--- src/rtl/saw_pkg.sv ---
// Shared types and constants for the stop-and-wait sender.
// Used by saw_front, saw_back and stop_and_wait_arq_sender.
`default_nettype none

package saw_pkg;

  // Kind of input beat
  typedef enum logic {
    REQ_TICK = 1'b0,
    REQ_ACK  = 1'b1
  } req_kind_t;

  // Classified item handed from the front queue to the back end
  typedef struct packed {
    req_kind_t   kind;
    logic [15:0] ack_seq;
    logic [7:0]  data;
  } q_item_t;

  // Queue between front and back
  localparam int QUEUE_DEPTH = 2;
  localparam int QPTR_BITS   = $clog2(QUEUE_DEPTH);
  localparam int QCNT_BITS   = $clog2(QUEUE_DEPTH + 1);

  // Configuration register map (index = paddr[3:2])
  localparam int PADDR_BITS = 4;
  typedef enum logic [1:0] {
    REG_TIMEOUT = 2'd0,
    REG_SOURCE  = 2'd1,
    REG_TARGET  = 2'd2
  } reg_idx_t;

  localparam logic [15:0] TIMEOUT_RESET = 16'd3416;
  localparam logic [7:0]  SOURCE_RESET  = 8'd0;
  localparam logic [7:0]  TARGET_RESET  = 8'd3;

  localparam logic [15:0] TICK_MAX = 16'hFFFF;

endpackage

`default_nettype wire

--- src/rtl/stop_and_wait_arq_sender.sv ---
// Stop-and-wait ARQ sender top level: configuration registers on an
// APB-style port, front queue (saw_front) and sender back end (saw_back).
// Depends on saw_pkg, saw_front and saw_back.
//
// Usage:
//   Input channel (in_valid/in_ready): one beat per tick or arriving ack.
//   in_req_type = 0 is a tick carrying in_offered_data, 1 an ack carrying
//   in_ack_seq. Every input beat yields exactly one result beat on the
//   output channel (out_valid/out_ready): a packet (new or resent) or
//   an accepted-ack report, all fields zero where nothing happened.
//   Throughput: one beat per cycle while out_ready stays high. Each
//   input beat is stored in the two-entry queue, then the back end
//   updates its state and loads the output register with the result.
//   When the receiver stalls, the output register holds its beat, the
//   queue fills and in_ready drops once both entries are taken.
//   Reset (rst_n low, synchronous) empties the queue, frees the sender,
//   clears sequence numbers and the tick counter, and loads the register
//   defaults: timeout 3416, source 0, target 3.
//   Registers: 0x0 timeout_ticks, 0x4 source_id, 0x8 target_id; write
//   them only while no beat is in flight.
`default_nettype none

module stop_and_wait_arq_sender
  import saw_pkg::*;
#(
  parameter int SEQ_BITS = 16
) (
  input  wire logic                  clk,
  input  wire logic                  rst_n,
  // input channel
  input  wire logic                  in_valid,
  output logic                       in_ready,
  input  wire logic                  in_req_type,
  input  wire logic [15:0]           in_ack_seq,
  input  wire logic [7:0]            in_offered_data,
  // result channel
  output logic                       out_valid,
  input  wire logic                  out_ready,
  output logic                       out_send_valid,
  output logic                       out_is_resend,
  output logic [15:0]                out_pkt_seq,
  output logic [7:0]                 out_pkt_data,
  output logic [7:0]                 out_pkt_source,
  output logic [7:0]                 out_pkt_target,
  output logic                       out_ack_accepted,
  output logic [15:0]                out_round_trip_ticks,
  // configuration port
  input  wire logic                  psel,
  input  wire logic                  penable,
  input  wire logic                  pwrite,
  input  wire logic [PADDR_BITS-1:0] paddr,
  input  wire logic [31:0]           pwdata,
  output logic [31:0]                prdata,
  output logic                       pready
);

  logic [15:0] timeout_ticks_r;
  logic [7:0]  source_id_r;
  logic [7:0]  target_id_r;
  logic        cfg_wr;
  reg_idx_t    reg_idx;
  logic        q_valid;
  logic        q_pop;
  q_item_t     q_item;

  assign pready  = 1'b1;
  assign cfg_wr  = psel && penable && pwrite;
  assign reg_idx = reg_idx_t'(paddr[PADDR_BITS-1:2]);

  always_ff @(posedge clk) begin
    if (!rst_n) begin
      timeout_ticks_r <= TIMEOUT_RESET;
      source_id_r     <= SOURCE_RESET;
      target_id_r     <= TARGET_RESET;
    end else if (cfg_wr) begin
      unique case (reg_idx)
        REG_TIMEOUT: timeout_ticks_r <= pwdata[15:0];
        REG_SOURCE:  source_id_r     <= pwdata[7:0];
        REG_TARGET:  target_id_r     <= pwdata[7:0];
        default: ;
      endcase
    end
  end

  always_comb begin
    unique case (reg_idx)
      REG_TIMEOUT: prdata = {16'd0, timeout_ticks_r};
      REG_SOURCE:  prdata = {24'd0, source_id_r};
      REG_TARGET:  prdata = {24'd0, target_id_r};
      default:     prdata = '0;
    endcase
  end

  saw_front u_front (
    .clk             (clk),
    .rst_n           (rst_n),
    .in_valid        (in_valid),
    .in_ready        (in_ready),
    .in_req_type     (in_req_type),
    .in_ack_seq      (in_ack_seq),
    .in_offered_data (in_offered_data),
    .q_valid         (q_valid),
    .q_item          (q_item),
    .q_pop           (q_pop)
  );

  saw_back #(
    .SEQ_BITS (SEQ_BITS)
  ) u_back (
    .clk                  (clk),
    .rst_n                (rst_n),
    .q_valid              (q_valid),
    .q_item               (q_item),
    .q_pop                (q_pop),
    .timeout_ticks        (timeout_ticks_r),
    .source_id            (source_id_r),
    .target_id            (target_id_r),
    .out_valid            (out_valid),
    .out_ready            (out_ready),
    .out_send_valid       (out_send_valid),
    .out_is_resend        (out_is_resend),
    .out_pkt_seq          (out_pkt_seq),
    .out_pkt_data         (out_pkt_data),
    .out_pkt_source       (out_pkt_source),
    .out_pkt_target       (out_pkt_target),
    .out_ack_accepted     (out_ack_accepted),
    .out_round_trip_ticks (out_round_trip_ticks)
  );

endmodule

`default_nettype wire

--- src/rtl/saw_front.sv ---
// Front end: accepts input beats, classifies them as tick or ack and
// queues them for the back end. Depends on saw_pkg.
`default_nettype none

module saw_front
  import saw_pkg::*;
(
  input  wire logic        clk,
  input  wire logic        rst_n,
  input  wire logic        in_valid,
  output logic             in_ready,
  input  wire logic        in_req_type,
  input  wire logic [15:0] in_ack_seq,
  input  wire logic [7:0]  in_offered_data,
  output logic             q_valid,
  output q_item_t          q_item,
  input  wire logic        q_pop
);

  q_item_t               entry_r [QUEUE_DEPTH];
  logic [QPTR_BITS-1:0]  wr_ptr_r, wr_ptr_nxt;
  logic [QPTR_BITS-1:0]  rd_ptr_r, rd_ptr_nxt;
  logic [QCNT_BITS-1:0]  count_r, count_nxt;
  logic                  push;
  logic                  pop;
  q_item_t               new_item;

  assign in_ready = (count_r != QCNT_BITS'(QUEUE_DEPTH));
  assign push     = in_valid && in_ready;
  assign q_valid  = (count_r != '0);
  assign pop      = q_pop && q_valid;
  assign q_item   = entry_r[rd_ptr_r];

  always_comb begin
    new_item.kind    = req_kind_t'(in_req_type);
    new_item.ack_seq = in_ack_seq;
    new_item.data    = in_offered_data;
  end

  always_comb begin
    wr_ptr_nxt = wr_ptr_r;
    rd_ptr_nxt = rd_ptr_r;
    count_nxt  = count_r;
    if (push) begin
      wr_ptr_nxt = (wr_ptr_r == QPTR_BITS'(QUEUE_DEPTH - 1)) ? '0 : wr_ptr_r + 1'b1;
    end
    if (pop) begin
      rd_ptr_nxt = (rd_ptr_r == QPTR_BITS'(QUEUE_DEPTH - 1)) ? '0 : rd_ptr_r + 1'b1;
    end
    case ({push, pop})
      2'b10:   count_nxt = count_r + 1'b1;
      2'b01:   count_nxt = count_r - 1'b1;
      default: count_nxt = count_r;
    endcase
  end

  always_ff @(posedge clk) begin
    if (!rst_n) begin
      wr_ptr_r <= '0;
      rd_ptr_r <= '0;
      count_r  <= '0;
    end else begin
      wr_ptr_r <= wr_ptr_nxt;
      rd_ptr_r <= rd_ptr_nxt;
      count_r  <= count_nxt;
    end
  end

  // Queue storage, no reset needed
  always_ff @(posedge clk) begin
    if (push) begin
      entry_r[wr_ptr_r] <= new_item;
    end
  end

endmodule

`default_nettype wire

--- src/rtl/saw_back.sv ---
// Back end: sender state (sequence numbers, held packet, tick counter)
// and the registered result beat. Depends on saw_pkg.
`default_nettype none

module saw_back
  import saw_pkg::*;
#(
  parameter int SEQ_BITS = 16
) (
  input  wire logic        clk,
  input  wire logic        rst_n,
  input  wire logic        q_valid,
  input  wire q_item_t     q_item,
  output logic             q_pop,
  input  wire logic [15:0] timeout_ticks,
  input  wire logic [7:0]  source_id,
  input  wire logic [7:0]  target_id,
  output logic             out_valid,
  input  wire logic        out_ready,
  output logic             out_send_valid,
  output logic             out_is_resend,
  output logic [15:0]      out_pkt_seq,
  output logic [7:0]       out_pkt_data,
  output logic [7:0]       out_pkt_source,
  output logic [7:0]       out_pkt_target,
  output logic             out_ack_accepted,
  output logic [15:0]      out_round_trip_ticks
);

  logic                awaiting_r, awaiting_nxt;
  logic [SEQ_BITS-1:0] next_seq_r, next_seq_nxt;
  logic [SEQ_BITS-1:0] expected_r, expected_nxt;
  logic [SEQ_BITS-1:0] held_seq_r, held_seq_nxt;
  logic [7:0]          held_data_r, held_data_nxt;
  logic [15:0]         ticks_r, ticks_nxt;

  logic                out_valid_r, out_valid_nxt;
  logic                send_valid_r, send_valid_nxt;
  logic                is_resend_r, is_resend_nxt;
  logic [15:0]         pkt_seq_r, pkt_seq_nxt;
  logic [7:0]          pkt_data_r, pkt_data_nxt;
  logic [7:0]          pkt_source_r, pkt_source_nxt;
  logic [7:0]          pkt_target_r, pkt_target_nxt;
  logic                ack_acc_r, ack_acc_nxt;
  logic [15:0]         rtt_r, rtt_nxt;

  logic [16:0]         count;
  logic [SEQ_BITS-1:0] ack_m;

  // Take the next item whenever the output register is free or draining
  assign q_pop = q_valid && (!out_valid_r || out_ready);

  assign count = {1'b0, ticks_r} + 17'd1;
  assign ack_m = SEQ_BITS'(q_item.ack_seq);

  always_comb begin
    awaiting_nxt   = awaiting_r;
    next_seq_nxt   = next_seq_r;
    expected_nxt   = expected_r;
    held_seq_nxt   = held_seq_r;
    held_data_nxt  = held_data_r;
    ticks_nxt      = ticks_r;
    send_valid_nxt = 1'b0;
    is_resend_nxt  = 1'b0;
    pkt_seq_nxt    = '0;
    pkt_data_nxt   = '0;
    pkt_source_nxt = '0;
    pkt_target_nxt = '0;
    ack_acc_nxt    = 1'b0;
    rtt_nxt        = '0;
    if (q_pop) begin
      unique case (q_item.kind)
        REQ_TICK: begin
          if (awaiting_r) begin
            if (count > {1'b0, timeout_ticks}) begin
              // timeout: resend held packet and restart the count
              ticks_nxt      = '0;
              send_valid_nxt = 1'b1;
              is_resend_nxt  = 1'b1;
              pkt_seq_nxt    = 16'(held_seq_r);
              pkt_data_nxt   = held_data_r;
              pkt_source_nxt = source_id;
              pkt_target_nxt = target_id;
            end else begin
              ticks_nxt = count[16] ? TICK_MAX : count[15:0];
            end
          end else begin
            held_seq_nxt   = next_seq_r;
            held_data_nxt  = q_item.data;
            next_seq_nxt   = next_seq_r + 1'b1;
            ticks_nxt      = '0;
            awaiting_nxt   = 1'b1;
            send_valid_nxt = 1'b1;
            pkt_seq_nxt    = 16'(next_seq_r);
            pkt_data_nxt   = q_item.data;
            pkt_source_nxt = source_id;
            pkt_target_nxt = target_id;
          end
        end
        REQ_ACK: begin
          // drop acks while free or with the wrong number
          if (awaiting_r && (ack_m == expected_r)) begin
            ack_acc_nxt  = 1'b1;
            rtt_nxt      = ticks_r;
            expected_nxt = expected_r + 1'b1;
            awaiting_nxt = 1'b0;
          end
        end
        default: ;
      endcase
    end
    if (q_pop) begin
      out_valid_nxt = 1'b1;
    end else if (out_ready) begin
      out_valid_nxt = 1'b0;
    end else begin
      out_valid_nxt = out_valid_r;
    end
  end

  always_ff @(posedge clk) begin
    if (!rst_n) begin
      awaiting_r  <= 1'b0;
      next_seq_r  <= '0;
      expected_r  <= '0;
      held_seq_r  <= '0;
      held_data_r <= '0;
      ticks_r     <= '0;
      out_valid_r <= 1'b0;
    end else begin
      awaiting_r  <= awaiting_nxt;
      next_seq_r  <= next_seq_nxt;
      expected_r  <= expected_nxt;
      held_seq_r  <= held_seq_nxt;
      held_data_r <= held_data_nxt;
      ticks_r     <= ticks_nxt;
      out_valid_r <= out_valid_nxt;
    end
  end

  // Result payload: load on pop, hold while stalled
  always_ff @(posedge clk) begin
    if (q_pop) begin
      send_valid_r <= send_valid_nxt;
      is_resend_r  <= is_resend_nxt;
      pkt_seq_r    <= pkt_seq_nxt;
      pkt_data_r   <= pkt_data_nxt;
      pkt_source_r <= pkt_source_nxt;
      pkt_target_r <= pkt_target_nxt;
      ack_acc_r    <= ack_acc_nxt;
      rtt_r        <= rtt_nxt;
    end
  end

  assign out_valid            = out_valid_r;
  assign out_send_valid       = send_valid_r;
  assign out_is_resend        = is_resend_r;
  assign out_pkt_seq          = pkt_seq_r;
  assign out_pkt_data         = pkt_data_r;
  assign out_pkt_source       = pkt_source_r;
  assign out_pkt_target       = pkt_target_r;
  assign out_ack_accepted     = ack_acc_r;
  assign out_round_trip_ticks = rtt_r;

  // While waiting, exactly one packet is outstanding
  a_seq_waiting: assert property (@(posedge clk) disable iff (!rst_n)
    awaiting_r |-> (next_seq_r == expected_r + 1'b1))
    else $error("next sequence not one ahead of expected while waiting");

  a_seq_free: assert property (@(posedge clk) disable iff (!rst_n)
    !awaiting_r |-> (next_seq_r == expected_r))
    else $error("next sequence differs from expected while free");

  a_send_then_wait: assert property (@(posedge clk) disable iff (!rst_n)
    (q_pop && (q_item.kind == REQ_TICK) && !awaiting_r) |=> awaiting_r)
    else $error("new send did not enter the waiting state");

  a_one_event: assert property (@(posedge clk) disable iff (!rst_n)
    out_valid_r |-> !(send_valid_r && ack_acc_r))
    else $error("result carries both a packet and an ack");

endmodule

`default_nettype wire
--- config.mk ---
export PLATFORM = sky130hd
export DESIGN_NAME = stop_and_wait_arq_sender
export DESIGN_NICKNAME = d
export VERILOG_FILES = /design/src/rtl/saw_pkg.sv /design/src/rtl/stop_and_wait_arq_sender.sv /design/src/rtl/saw_front.sv /design/src/rtl/saw_back.sv
export SDC_FILE = /design/constraint.sdc
export NUM_CORES = 1
export LEC_CHECK = 0
export ABC_AREA = 1
export BUFFER_PORTS_ARGS = -buffer_cell sky130_fd_sc_hd__buf_2
export CAP_MARGIN = 20
export CORE_MARGIN = 1.5
export CORE_UTILIZATION = 45
export DETAILED_ROUTE_END_ITERATION = 16
export PLACE_DENSITY_LB_ADDON = 0.25
export SLEW_MARGIN = 0
export SYNTH_ARGS = -nofsm -noshare
export SYNTH_HDL_FRONTEND = slang
export SYNTH_SLANG_ARGS = --single-unit
--- constraint.sdc ---
create_clock -name clk -period 7.95 [get_ports clk]
set_input_delay 0.795 -clock clk [delete_from_list [all_inputs] [get_ports clk]]
set_output_delay 0.795 -clock clk [all_outputs]
set_load 0.005 [all_outputs]
==> tab_implementation.tex <==
\begin{tabular}{lr}
\hline
Metric & Value \\
\hline
\multicolumn{2}{l}{\textbf{Clock tree}} \\
\quad Worst skew pair latency & 0.51 ns \\
\quad Maximum buffer depth of the clock tree & 3 \\
\quad Post-cts gate resize count & 0 \\
\quad Number of sinks handled by clock tree synthesis & 220 \\
\quad Register clock-pin slew on the reported worst setup and hold paths & 0.06 ns \\
\quad CTS tree & yes \\
\quad H-tree Lvls & 1 \\
\quad Number of buffers inserted for hold repair after clock tree synthesis & 0 \\
\quad Setup Buffers After CTS & 0 \\
\quad Total CTS buffers & 25 \\
\quad Root Buffer & clkbuf\_16 \\
\multicolumn{2}{l}{\textbf{Pwr}} \\
\quad Maximum ir drop on the vdd rail & 0.0001970 V \\
\quad Leak Pwr & 4.951 nW \\
\quad Overall power & 3.611 mW \\
\quad Power density over the cells & 303.6 mW/mm2 \\
\multicolumn{2}{l}{\textbf{Timing}} \\
\quad Fmax achieved & 277.2 MHz \\
\quad Slack of the critical path & 4.343 ns \\
\quad Total count of max-transition violations in the final report & 0 \\
\quad Total setup violations reported at the end of the flow & 0 \\
\quad Slew of the pin with the lowest slew margin & 0.9804 ns \\
\quad Max Clock Skew & 0.01041 ns \\
\quad Portion of the clock cycle consumed by the worst path in the final layout & 0.4538 \\
\quad Number of failing hold endpoints at the final stage & 0 \\
\quad Final critical path time including I/O delays and setup & 3.607 ns \\
\quad Setup TNS after final layout & 0 ns \\
\quad Relative slew slack & 0.3449 \\
\quad Unrepaired setup endpoints after global routing & no \\
\multicolumn{2}{l}{\textbf{Worst setup path}} \\
\quad Slowest-stage cell, CP & inv\_1 \\
\quad Reg-to-reg slack, setup & 4.34 ns \\
\quad Critical Setup Path Class & flip-flop to flip-flop \\
\quad Category of cells accounting for the largest share of critical-path delay & simple AND/OR/NAND/NOR gates \\
\quad Cell repeated most along the worst path & nand2\_1 \\
\quad Critical path data arrival time & 3.98 ns \\
\quad CP max stage delay & 0.58 ns \\
\quad Worst reg2reg endpoint & u\_back.out\_pkt\_seq[11]\$\_SDFFCE\_PP0P\_ \\
\quad Biggest fanout along the worst timing path & 20 \\
\quad Startpoint types & flip-flop \\
\quad Critical path endpoint category & flip-flop \\
\quad Required time of the critical path & 8.32 ns \\
\quad Sequence of cells on the critical path & inv\_1, nor3\_1, nand2\_1, xor2\_1, inv\_1, ha\_1, nand2\_1, nor2\_1, nand2\_1, or2\_2, nand3\_1, nand2\_1, nand2\_2, nand4\_1, inv\_1, nand2\_1, nand2\_1 \\
\quad Count of buffering cells on the critical path with inverters included & 3 \\
\quad Reg-to-reg critical path startpoint & u\_back.ticks\_r[5]\$\_SDFFE\_PN0P\_ \\
\quad Worst Reg2Reg Path Length in Cells & 17 \\
\multicolumn{2}{l}{\textbf{Cells and area}} \\
\quad Layout net count & 1,441 \\
\quad Diode count & 0 \\
\quad Commonest cells after routing, fill and taps aside & nand2\_1, nor2\_1, inv\_1 \\
\quad Share of final-layout standard cells stronger than drive strength 1 & 0.1495 \\
\quad Final-layout fill cell count & 2,157 \\
\quad Layout overhead on the synthesized area & 15.39\% \\
\quad Most frequent standard cell in the layout excluding fill and tap cells & nand2\_1 \\
\multicolumn{2}{l}{\textbf{Floorplanning}} \\
\quad Boundary pin count & 162 \\
\quad Chip height & 154.4 um \\
\quad Total Die Area & 0.02383 mm2 \\
\quad Initial cell density of the core & 0.4568 \\
\quad Core ar. & 0.02257 mm2 \\
\quad Row count & 55 \\
\quad Die X-Extent & 154.4 um \\
\multicolumn{2}{l}{\textbf{Synth}} \\
\quad Number of synthesized register bits & 220 \\
\quad Synthesized netlist cell count & 1,237 \\
\quad Cells taking the most area after synthesis & edfxtp\_1, dfxtp\_1, nand2\_1 \\
\quad Yosys top cell by area & edfxtp\_1 \\
\quad Number of distinct library cells after synthesis & 43 \\
\quad Count of yosys warnings during synthesis & 0 \\
\quad Fraction of synthesis flops using an asynchronous set or reset pin & 0 \\
\quad Area share of the largest cell type after synthesis & 0.3175 \\
\quad Number of enable-type register cells in the synthesized netlist & 109 \\
\quad Total standard cell area after synthesis & 0.01031 mm2 \\
\quad Proportion of synthesized chip area in sequential cells & 0.5330 \\
\quad Leading register cell type out of synthesis & dfxtp\_1 \\
\quad Synthesized area per cell & 8.335 um2 \\
\multicolumn{2}{l}{\textbf{Place}} \\
\quad Weighted congestion at the end of routability-driven global placement & 0.9215 \\
\quad HPWL after detailed placement & 15,840 um \\
\quad I/O Buffers & 126 \\
\quad Placement Setup Slack & 4.359 ns \\
\multicolumn{2}{l}{\textbf{Hold path}} \\
\quad WHS Path Cells & 2 \\
\quad Type of the worst min-delay path & flip-flop to flip-flop \\
\quad Sink of the worst hold path & u\_back.held\_seq\_r[13]\$\_SDFFE\_PN0P\_ \\
\quad Start point of the worst min-delay path & u\_back.held\_seq\_r[13]\$\_SDFFE\_PN0P\_ \\
\multicolumn{2}{l}{\textbf{Routing}} \\
\quad Total iterations of the first detailed-routing run & 5 \\
\quad Met1 Wirelength & 11,030 um \\
\quad Total Wirelength & 23,150 um \\
\quad Detail Route met3 WL & 806 um \\
\quad Routed via count & 8,281 \\
\quad Number of DRC markers in iteration 0 & 557 \\
\quad Routed Antenna Nets & 0 \\
\quad Final routed wire length divided by cell count & 13.98 um \\
\quad DR WL met2 & 10,750 um \\
\quad \# DRC & 0 \\
\quad Vias per cell & 5.001 \\
\quad Top layer in use & met4 \\
\multicolumn{2}{l}{\textbf{GRT}} \\
\quad Overall track demand over capacity in global routing & 0.1973 \\
\quad Antenna violations before repair & 0 \\
\quad Overflow left after global routing & 0 \\
\quad Pin count of the biggest net entering global routing & 77 \\
\quad Wire length of the first global-routing pass & 38,670 um \\
\quad Via count of the first global-routing pass & 7,863 \\
\multicolumn{2}{l}{\textbf{Run}} \\
\quad Number of max-capacitance violations reported & 0 \\
\multicolumn{2}{l}{\textbf{Status}} \\
\quad Result of the run & finished, final reports clean \\
\hline
\end{tabular}
## synthesized netlist by cell type, types with 2 or more instances
cell type / instances
a211oi_1: 8
a21oi_1: 82
a21oi_2: 3
buf_2: 9
buf_4: 21
buf_6: 3
clkbuf_1: 25
conb_1: 2
dfxtp_1: 111
edfxtp_1: 109
ha_1: 20
inv_1: 128
inv_2: 4
nand2_1: 306
nand2_2: 10
nand2_4: 3
nand3_1: 61
nand3b_1: 4
nand4_1: 17
nor2_1: 171
nor2_2: 5
nor3_1: 27
o211ai_1: 9
o21ai_0: 58
o221ai_1: 8
xor2_1: 16
## cells by family after synthesis
kind of cell,count (synthesis),synth area share
simple gates,612,0.2507
other cells,2,0.0007284
fa+ha+maj,20,0.02427
compound gates,173,0.09406
buf+inv,193,0.08277
xor+xnor,17,0.01444
flops,220,0.5330
## how the worst max path moves through the flow
stage	startpoint	end	slack (ns)	depth (start not counted)
3_3_place_gp	u_back.ticks_r[5]$_SDFFE_PN0P_	u_back.out_pkt_seq[14]$_SDFFCE_PP0P_	4.40	17
4_1_cts	u_back.ticks_r[5]$_SDFFE_PN0P_	u_back.out_pkt_seq[11]$_SDFFCE_PP0P_	4.32	17
2_1_floorplan	out_ready	u_front.count_r[1]$_SDFFE_PN0P_	3.96	8
5_1_grt	u_back.ticks_r[4]$_SDFFE_PN0P_	u_back.out_pkt_seq[14]$_SDFFCE_PP0P_	3.90	17
3_5_place_dp	u_back.ticks_r[5]$_SDFFE_PN0P_	u_back.out_pkt_seq[14]$_SDFFCE_PP0P_	4.36	17
6_report	u_back.ticks_r[5]$_SDFFE_PN0P_	u_back.out_pkt_seq[11]$_SDFFCE_PP0P_	4.34	17
## stage by stage
step | std cells | instance area, um2 | utilization | hold WS [ns]
3_5_place_dp | 1611 | 11080 | 0.4907 | 0.4434
4_1_cts | 1656 | 11900 | 0.5271 | 0.4450
2_1_floorplan | 1252 | 10370 | - | 0.4246
5_1_grt | 1656 | 11900 | 0.5271 | 0.4532
3_3_place_gp | 1611 | 11080 | 0.4907 | 0.4356
6_report | 1656 | 11900 | 0.5271 | 0.4550
## worst min-delay path, stage by stage (launching register included)
cell and delay, ns:
dfxtp_1 0.30, inv_1 0.06, a21oi_1 0.05
## flip-flops by register name, summed over array words and instances, names as in the netlist, 2 cells and up, named ones only
signal / flops
source_id_r: 8
target_id_r: 8
timeout_ticks_r: 16
u_back.expected_r: 16
u_back.held_data_r: 8
u_back.held_seq_r: 16
u_back.next_seq_r: 16
u_back.out_pkt_data: 8
u_back.out_pkt_seq: 16
u_back.out_pkt_source: 8
u_back.out_pkt_target: 8
u_back.out_round_trip_ticks: 16
u_back.ticks_r: 16
u_front.count_r: 2
u_front.entry_r: 50
## per-layer routing
metal,track usage,vias up
li1,-,4260
met1,0.2674,3815
met2,0.3348,167
met3,0.02550,39
met4,0.05174,0
met5,0,-
## report_power, final
group / internal, mW / leakage (nW) / total (mW) / switching, mW
clock network: 0.695 / 0.393 / 1.14 / 0.447
registers: 1.50 / 1.95 / 1.58 / 0.0867
logic: 0.273 / 2.61 / 0.887 / 0.613
total: 2.46 / 4.95 / 3.61 / 1.15
## final cells by class
cell class / count / area [um2] / area share
clock inverters: 11 / 140.1 / 0.01178
clock buffers: 34 / 679.4 / 0.05711
flip-flops and latches: 220 / 5495 / 0.4619
well taps: 285 / 356.6 / 0.02997
inverters: 133 / 504.2 / 0.04239
multi-input cells: 839 / 4030 / 0.3388
repair buffers: 134 / 690.7 / 0.05806
No activity file was read; power rests on OpenSTA's default activity.
